`src/sv/lccp_pkg.sv`:
```
// Shared types, constants and helpers for the coefficient compress-and-pack block.
`timescale 1ns / 1ps
package lccp_pkg;

	localparam int COEFF_W = 16;        // input coefficient width
	localparam int BYTE_W  = 8;         // packed output byte
	localparam int CFG_W   = 4;         // width register
	localparam int MAX_D   = 11;        // widest compressed value
	localparam int T_W     = MAX_D;     // compressed value register width
	localparam int PEND_W  = 7;         // leftover bits, always fewer than a byte
	localparam int CNT_W   = 3;         // leftover bit count
	localparam int TOT_W   = 5;         // leftover count plus width, up to 18
	localparam int ACC_W   = T_W + PEND_W;

	localparam logic [CFG_W-1:0] D_MIN   = 4'd8;
	localparam logic [CFG_W-1:0] D_MAX   = 4'd11;
	localparam logic [CFG_W-1:0] D_RESET = 4'd11;

	typedef logic [CFG_W-1:0] width_t;
	typedef logic [T_W-1:0]   tval_t;
	typedef logic [BYTE_W-1:0] byte_t;

	// out-of-range register codes clamp to the nearest supported width
	function automatic width_t eff_width(input width_t raw);
		width_t d;
		d = raw;
		if (raw < D_MIN) begin
			d = D_MIN;
		end else if (raw > D_MAX) begin
			d = D_MAX;
		end
		return d;
	endfunction

endpackage

```
`src/sv/lattice_coeff_compress_pack_top.sv`:
```
// Top level: lattice coefficient compression and little-endian bit packing.
`timescale 1ns / 1ps
// Takes one 16-bit coefficient per s_ transfer, reduces it fully modulo
// MODULUS, rounds x*2^d/MODULUS to d bits (d from cfg_data, 8..11; codes
// below 8 act as 8, above 11 as 11, reset value 11) and appends those bits,
// LSB first, above the bits left over from earlier coefficients. Every
// complete byte leaves on the m_ side, lowest bits first; tlast marks the
// last byte a coefficient caused (each coefficient gives one or two bytes).
// Leftover bits (up to 7) are never flushed; a stream whose bit total is a
// multiple of eight leaves none. The datapath is five register stages (three
// for the modulo reduction, two for the rounding division, the second of them
// holding the compressed value) and a two-byte output buffer. A coefficient
// can be taken every cycle while the output buffer has room; sustained, the
// output port's one byte per cycle sets the pace. cfg_ready is always high;
// write cfg only while no coefficient is in flight, leftover bits are kept
// across a width change.
module lattice_coeff_compress_pack_top #(
	parameter int MODULUS = 7681
) (
	input  logic        clk,
	input  logic        arst_n,
	// width register write channel
	input  logic        cfg_valid,
	output logic        cfg_ready,
	input  logic [3:0]  cfg_data,   // [3:0] compress_bits
	// coefficient stream
	input  logic        s_tvalid,
	output logic        s_tready,
	input  logic [15:0] s_tdata,    // [15:0] coefficient
	// packed byte stream
	output logic        m_tvalid,
	input  logic        m_tready,
	output logic [7:0]  m_tdata,    // [7:0] packed_byte
	output logic        m_tlast     // last_of_run
);

	localparam int XW = $clog2(MODULUS);

	lccp_pkg::width_t cfg_q, d;
	logic             red_valid, red_ready;
	logic [XW-1:0]    x;
	logic             cmp_valid, cmp_ready;
	lccp_pkg::tval_t  t;

	// register accepts a transfer in any cycle
	assign cfg_ready = 1'b1;

	always_ff @(posedge clk or negedge arst_n) begin
		if (!arst_n) begin
			cfg_q <= lccp_pkg::D_RESET;
		end else if (cfg_valid && cfg_ready) begin
			cfg_q <= cfg_data;
		end
	end

	assign d = lccp_pkg::eff_width(cfg_q);

	// x = coefficient mod q
	lccp_reduce #(
		.MODULUS (MODULUS)
	) u_reduce (
		.clk       (clk),
		.arst_n    (arst_n),
		.in_valid  (s_tvalid),
		.in_ready  (s_tready),
		.coeff     (s_tdata),
		.out_valid (red_valid),
		.out_ready (red_ready),
		.x         (x)
	);

	// t = round(x * 2^d / q) mod 2^d
	lccp_compress #(
		.MODULUS (MODULUS)
	) u_compress (
		.clk       (clk),
		.arst_n    (arst_n),
		.in_valid  (red_valid),
		.in_ready  (red_ready),
		.x         (x),
		.d         (d),
		.out_valid (cmp_valid),
		.out_ready (cmp_ready),
		.t         (t)
	);

	// bit accumulator and byte output
	lccp_pack u_pack (
		.clk      (clk),
		.arst_n   (arst_n),
		.in_valid (cmp_valid),
		.in_ready (cmp_ready),
		.t        (t),
		.d        (d),
		.m_tvalid (m_tvalid),
		.m_tready (m_tready),
		.m_tdata  (m_tdata),
		.m_tlast  (m_tlast)
	);

endmodule

```
`src/sv/lccp_reduce.sv`:
```
// Three-stage full reduction of a 16-bit coefficient modulo the lattice modulus.
`timescale 1ns / 1ps
module lccp_reduce #(
	parameter int MODULUS = 7681
) (
	input  logic                                clk,
	input  logic                                arst_n,
	input  logic                                in_valid,
	output logic                                in_ready,
	input  logic [lccp_pkg::COEFF_W-1:0]        coeff,
	output logic                                out_valid,
	input  logic                                out_ready,
	output logic [$clog2(MODULUS)-1:0]          x
);

	localparam int CW = lccp_pkg::COEFF_W;
	localparam int XW = $clog2(MODULUS);
	// floor(2^16/q): the quotient estimate is short by at most one
	localparam logic [CW-1:0] RECIP1 = CW'((64'd1 << CW) / MODULUS);
	localparam logic [CW-1:0] MOD_C  = CW'(MODULUS);

	logic          v1_q, v2_q, v3_q;
	logic          en1, en2, en3;
	logic [CW-1:0] coeff_s1, coeff_s2, est_s2;
	logic [XW-1:0] x_s3;
	logic [2*CW-1:0] prod1;
	logic [CW-1:0] back1, rem1, red1;

	assign en3      = !v3_q || out_ready;
	assign en2      = !v2_q || en3;
	assign en1      = !v1_q || en2;
	assign in_ready = en1;

	assign prod1 = (2*CW)'(coeff_s1) * (2*CW)'(RECIP1);
	assign back1 = CW'(est_s2 * MOD_C);
	assign rem1  = coeff_s2 - back1;
	assign red1  = (rem1 >= MOD_C) ? rem1 - MOD_C : rem1;

	always_ff @(posedge clk or negedge arst_n) begin
		if (!arst_n) begin
			v1_q <= 1'b0;
			v2_q <= 1'b0;
			v3_q <= 1'b0;
		end else begin
			if (en1) begin
				v1_q <= in_valid;
			end
			if (en2) begin
				v2_q <= v1_q;
			end
			if (en3) begin
				v3_q <= v2_q;
			end
		end
	end

	always_ff @(posedge clk) begin
		if (en1 && in_valid) begin
			coeff_s1 <= coeff;
		end
		if (en2 && v1_q) begin
			coeff_s2 <= coeff_s1;
			est_s2   <= prod1[2*CW-1:CW];
		end
		if (en3 && v2_q) begin
			x_s3 <= red1[XW-1:0];
		end
	end

	assign out_valid = v3_q;
	assign x         = x_s3;

endmodule

```
`src/sv/lccp_compress.sv`:
```
// Two-stage rounding division round(x * 2^d / q) mod 2^d by reciprocal multiply.
`timescale 1ns / 1ps
module lccp_compress #(
	parameter int MODULUS = 7681
) (
	input  logic                       clk,
	input  logic                       arst_n,
	input  logic                       in_valid,
	output logic                       in_ready,
	input  logic [$clog2(MODULUS)-1:0] x,
	input  lccp_pkg::width_t           d,
	output logic                       out_valid,
	input  logic                       out_ready,
	output lccp_pkg::tval_t            t
);

	localparam int XW = $clog2(MODULUS);
	localparam int NW = XW + lccp_pkg::MAX_D + 1;  // numerator width
	localparam int PW = 2 * NW;
	localparam int QW = lccp_pkg::MAX_D + 1;       // quotient reaches 2^d
	localparam int TW = lccp_pkg::T_W;
	localparam logic [NW-1:0] RECIP2 = NW'((64'd1 << NW) / MODULUS);
	localparam logic [NW-1:0] HALF   = NW'(MODULUS / 2);
	localparam logic [NW-1:0] MOD_N  = NW'(MODULUS);

	logic          v4_q, v5_q;
	logic          en4, en5;
	logic [NW-1:0] num, num_s4, back2, rem2;
	logic [PW-1:0] prod2;
	logic [QW-1:0] est_s4, quo;
	logic [QW-1:0] mask;
	logic [TW-1:0] t_s5;

	assign en5      = !v5_q || out_ready;
	assign en4      = !v4_q || en5;
	assign in_ready = en4;

	assign num   = (NW'(x) << d) + HALF;
	assign prod2 = PW'(num) * PW'(RECIP2);

	// estimate is floor or one below; a single compare fixes it
	assign back2 = NW'(NW'(est_s4) * MOD_N);
	assign rem2  = num_s4 - back2;
	assign quo   = (rem2 >= MOD_N) ? est_s4 + QW'(1) : est_s4;
	assign mask  = (QW'(1) << d) - QW'(1);

	always_ff @(posedge clk or negedge arst_n) begin
		if (!arst_n) begin
			v4_q <= 1'b0;
			v5_q <= 1'b0;
		end else begin
			if (en4) begin
				v4_q <= in_valid;
			end
			if (en5) begin
				v5_q <= v4_q;
			end
		end
	end

	always_ff @(posedge clk) begin
		if (en4 && in_valid) begin
			num_s4 <= num;
			est_s4 <= prod2[NW +: QW];
		end
		if (en5 && v4_q) begin
			t_s5 <= TW'(quo & mask);
		end
	end

	assign out_valid = v5_q;
	assign t         = t_s5;

endmodule

```
`src/sv/lccp_pack.sv`:
```
// Bit accumulator and two-byte output buffer for the packed stream.
`timescale 1ns / 1ps
module lccp_pack (
	input  logic                 clk,
	input  logic                 arst_n,
	input  logic                 in_valid,
	output logic                 in_ready,
	input  lccp_pkg::tval_t      t,
	input  lccp_pkg::width_t     d,
	output logic                 m_tvalid,
	input  logic                 m_tready,
	output lccp_pkg::byte_t      m_tdata,
	output logic                 m_tlast
);

	localparam int ACC_W  = lccp_pkg::ACC_W;
	localparam int PEND_W = lccp_pkg::PEND_W;
	localparam int CNT_W  = lccp_pkg::CNT_W;
	localparam int TOT_W  = lccp_pkg::TOT_W;
	localparam int BW     = lccp_pkg::BYTE_W;

	logic [PEND_W-1:0] pend_q;
	logic [CNT_W-1:0]  cnt_q;
	logic [1:0]        buf_n_q;
	lccp_pkg::byte_t   head_q, tail_q;
	logic              take, pop, two;
	logic [ACC_W-1:0]  acc;
	logic [TOT_W-1:0]  total;

	// room once the buffer is empty or its last byte leaves this cycle
	assign pop      = m_tvalid && m_tready;
	assign in_ready = (buf_n_q == 2'd0) || ((buf_n_q == 2'd1) && m_tready);
	assign take     = in_valid && in_ready;

	assign acc   = ACC_W'(pend_q) | (ACC_W'(t) << cnt_q);
	assign total = TOT_W'(cnt_q) + TOT_W'(d);
	assign two   = total >= TOT_W'(16);

	always_ff @(posedge clk or negedge arst_n) begin
		if (!arst_n) begin
			pend_q  <= '0;
			cnt_q   <= '0;
			buf_n_q <= 2'd0;
		end else begin
			if (take) begin
				cnt_q   <= total[CNT_W-1:0];
				buf_n_q <= two ? 2'd2 : 2'd1;
				if (two) begin
					pend_q <= PEND_W'(acc[ACC_W-1:2*BW]);
				end else begin
					pend_q <= acc[BW +: PEND_W];
				end
			end else if (pop) begin
				buf_n_q <= buf_n_q - 2'd1;
			end
		end
	end

	always_ff @(posedge clk) begin
		if (take) begin
			head_q <= acc[BW-1:0];
			tail_q <= acc[2*BW-1:BW];
		end else if (pop) begin
			head_q <= tail_q;
		end
	end

	assign m_tvalid = buf_n_q != 2'd0;
	assign m_tdata  = head_q;
	assign m_tlast  = buf_n_q == 2'd1;

`ifndef NO_ASSERTIONS
	a_buf_n_range: assert property (@(posedge clk) disable iff (!arst_n)
		buf_n_q != 2'd3)
		else $error("output buffer count out of range");

	a_pend_clean: assert property (@(posedge clk) disable iff (!arst_n)
		(pend_q >> cnt_q) == '0)
		else $error("stray bits above the leftover count");

	a_no_overrun: assert property (@(posedge clk) disable iff (!arst_n)
		take |-> buf_n_q != 2'd2)
		else $error("new value loaded over two waiting bytes");

	a_drain_one: assert property (@(posedge clk) disable iff (!arst_n)
		buf_n_q == 2'd2 |=> buf_n_q != 2'd0)
		else $error("two bytes drained in one cycle");

	a_t_fits: assert property (@(posedge clk) disable iff (!arst_n)
		in_valid |-> (t >> d) == '0)
		else $error("compressed value wider than the selected width");
`endif

endmodule

```
`config.mk`:
```
export PLATFORM = sky130hd
export DESIGN_NAME = lattice_coeff_compress_pack_top
export DESIGN_NICKNAME = d
export VERILOG_FILES = /design/src/sv/lccp_pkg.sv /design/src/sv/lattice_coeff_compress_pack_top.sv /design/src/sv/lccp_reduce.sv /design/src/sv/lccp_compress.sv /design/src/sv/lccp_pack.sv
export SDC_FILE = /design/constraint.sdc
export NUM_CORES = 1
export LEC_CHECK = 0
export BUFFER_PORTS_ARGS = -buffer_cell sky130_fd_sc_hd__buf_2
export CORE_ASPECT_RATIO = 0.75
export CORE_MARGIN = 2
export CORE_UTILIZATION = 35
export DETAILED_ROUTE_END_ITERATION = 8
export PLACE_DENSITY = 0.52
export SETUP_SLACK_MARGIN = 0.1
export SYNTH_ARGS = -nofsm -noshare
export SYNTH_HDL_FRONTEND = slang
export SYNTH_HIERARCHICAL = 1
export SYNTH_SLANG_ARGS = --single-unit
```
`constraint.sdc`:
```
create_clock -name clk -period 13.6 [get_ports clk]
set_input_delay 1.36 -clock clk [delete_from_list [all_inputs] [get_ports clk]]
set_output_delay 1.36 -clock clk [all_outputs]
set_load 0.01 [all_outputs]
```
==> impl_metrics.yaml <==
status:
  status: "complete, no violations"
setup_path:
  crit_fanout: 17
  path_buf_inv: 3
  worstSetupPathType: "register to register"
  r2r_start: "cfg_q[2]"
  crit_path_start: "cfg_q[2]"
  cp.depth: 26
  cp_common_cell: "ha_1"
  critPathRequiredTime_ns: 13.78
  crit_end: "u_compress/est_s4[10]"
  slowest_stage: "fa_1"
  crit_path_max_incr_delay_ns: 0.47
  cp.arrival_ns: 6.71
  reg2reg_depth: 26
  r2r-end: "u_compress/est_s4[10]"
  cp_top_family: "compound AO/OA/AOI/OAI gates"
  start_kind: "register"
  endpoint_kind: "register"
  reg2reg_slack_ns: 7.07
finish:
  antenna_cells: 0
  utilization: 0.392
  final_area_um2: 14200
  fin_nets: 1604
  num-fill-cells: 3589
  area_delta_synth_final_pct: 9.45
  drive_gt1_frac: 0.0900
grt:
  overflow: 0
  grt_first_pass_wirelength_mm: 47.2
  grt_usage: 0.156
  grt_antenna_before_repair: 0
  grt_pass1_vias: 8826
  grt_max_degree: 38
clock_tree:
  root_buffer: "clkbuf_16"
  clk_latency_ns: 0.44
  cts_sinks: 130
  cts_buffers: 17
  ctsHtreeMaxLevel: 4
  cts-hold-fix-buffers: 0
  cts_resized: 0
  clkSlewWorstSetupHoldPaths_ns: 0.06
  cts_tree: "built"
  clk_path_buf_depth: 2
  postCtsSetupBuffers: 0
routing:
  avgViaCountPerCell: 4.95
  ant_nets: 0
  via_count: 9065
  drtIter0Drc: 638
  firstDrtPassIters: 5
  wl_per_cell_um: 15.7
  wl_mm: 28.7
  route.detailed.drc: 0
timing:
  finalCritPeriodShare: 0.480
  maxSlewViolCount: 0
  period_needed_ns: 6.53
  worst_pin_slew_ns: 0.830
  rsz0062_at_grt: "false"
  setup_viol: 0
  fmax_ghz: 0.153
  skew_ns: 0.0136
  timing_hold_violations_final: 0
  final.setup.tns_ns: 0
  maxSlewHeadroom: 0.446
worst_hold_path:
  whs_path_depth: 0
  hold_path.class: "register to register"
synthesis:
  ys.warnings.count: 6
  ys.flop_type: "edfxtp_1"
  synth_area_um2: 12900
  synthArstFlopShare: 0.162
  synth_area_per_cell_um2: 10.0
  synth_edf_count: 109
  postSynthCellCount: 1294
  ys_seq_area_frac: 0.294
  synth_cell_types: 92
  ys_ff_latch: 130
job:
  drv_cap: 0
die:
  start_util: 0.358
  placementRows: 60
  die_height_um: 171
  num_io_pins: 37
  die_w_um: 226
  die_area_um2: 38600
  coreArea_um2: 36200
placed_design:
  routabilityCongestion: 0.859
  dpl_cell_area_um2: 13600
  dp_hpwl_mm: 23.0
  numPortBuffers: 35
[through the flow]
stage / setup WS, ns / hold WS (ns) / instances
floorplan: 7.88 / 0.400 / 1304
global placement: 7.35 / 0.403 / 1798
detailed placement: 7.13 / 0.405 / 1798
CTS: 7.08 / 0.419 / 1830
global route: 6.65 / 0.425 / 1830
finish: 7.07 / 0.419 / 1830
[layout make-up]
cell class	instances	area [µm²]	area share
inverters	196	736	0.0519
flip-flops and latches	130	3800	0.268
clock inverters	11	91.3	0.00644
well taps	496	621	0.0438
repair buffers	37	190	0.0134
clock buffers	21	483	0.0341
multi-input cells	939	8250	0.582
[worst min path at each step]
stage / startpoint / slack, ns / endpoint
3_5_place_dp: u_reduce/coeff_s1[8] / 0.40 / u_reduce/coeff_s2[8]
6_report: u_reduce/coeff_s1[8] / 0.42 / u_reduce/coeff_s2[8]
4_1_cts: u_reduce/coeff_s1[8] / 0.42 / u_reduce/coeff_s2[8]
5_1_grt: u_reduce/coeff_s1[7] / 0.43 / u_reduce/coeff_s2[7]
3_3_place_gp: u_reduce/coeff_s1[6] / 0.40 / u_reduce/coeff_s2[6]
2_1_floorplan: u_reduce/coeff_s1[0] / 0.40 / u_reduce/coeff_s2[0]
[synth_stat cells (all sizes together) (7+ instances only)]
| cell type | n | area [µm²] |
|---|---|---|
| and3 | 8 | 50.1 |
| mux2 | 18 | 210 |
| ha | 203 | 2540 |
| nand3 | 23 | 115 |
| mux4 | 8 | 184 |
| edfxtp | 109 | 3270 |
| nor3 | 24 | 120 |
| o21ai | 53 | 269 |
| o31ai | 7 | 52.6 |
| nand4 | 13 | 81.3 |
| nand2 | 86 | 323 |
| or3 | 11 | 68.8 |
| clkbuf | 26 | 97.6 |
| a21o | 12 | 90.1 |
| buf | 13 | 101 |
| xor2 | 33 | 289 |
| a31oi | 10 | 62.6 |
| dfrtp | 18 | 450 |
| o211ai | 7 | 52.6 |
| a211oi | 12 | 95.1 |
| xnor2 | 42 | 368 |
| a21oi | 71 | 355 |
| inv | 194 | 728 |
| nor2 | 54 | 208 |
| o21a | 13 | 97.6 |
| nand2b | 15 | 93.8 |
| nor2b | 14 | 87.6 |
| mux2i | 40 | 404 |
| and2 | 11 | 68.8 |
| fa | 55 | 1100 |
[logic make-up (layout without fill, tap and decap cells)]
family | after synthesis | in the layout | share of synthesized area
multiplexers | 66 | 66 | 0.0616
other | 2 | 12 | 0.000580
flip-flops | 130 | 130 | 0.294
adder cells (fa/ha/maj) | 258 | 258 | 0.281
XOR/XNOR | 76 | 76 | 0.0525
buffers and inverters | 235 | 265 | 0.0722
AND/OR/NAND/NOR | 291 | 291 | 0.115
AO/OA/AOI/OAI | 236 | 236 | 0.123
[sequential cells by signal, indices dropped and copies added (netlist names)]
signal                cells
cfg_q                     4
u_compress/est_s4        12
u_compress/num_s4        25
u_compress/out_valid      1
u_compress/t             11
u_compress/v4_q           1
u_pack/buf_n_q            2
u_pack/cnt_q              3
u_pack/m_tdata            8
u_pack/pend_q             7
u_pack/tail_q             8
u_reduce/coeff_s1        16
u_reduce/coeff_s2        16
u_reduce/out_valid        1
u_reduce/v1_q             1
u_reduce/v2_q             1
u_reduce/x               13
[placed cells by master (no fill, tap or decap), types with 14 or more instances in the layout]
cell       instances
nand3_1           23
inv_1            189
a21oi_1           71
fa_1              55
o21ai_0           38
edfxtp_1         109
nor2b_1           14
dfrtp_1           18
nand2_1           86
nor2_1            52
xnor2_1           42
ha_1             203
clkbuf_16         19
o21ai_1           14
mux2i_1           39
nor3_1            24
buf_2             35
xor2_1            33
nand2b_1          15
[metal layers]
metal	GRT usage	routed length [µm]	up-vias
met1	0.240	15600	4324
met4	0.0395	280	0
met2	0.224	11800	138
li1	-	-	4578
met5	0	0	-
met3	0.0244	1000	25
Power is left out: the tool's default activity adds up to more than one toggle a clock period on the data nets, which glitch-free logic cannot reach.
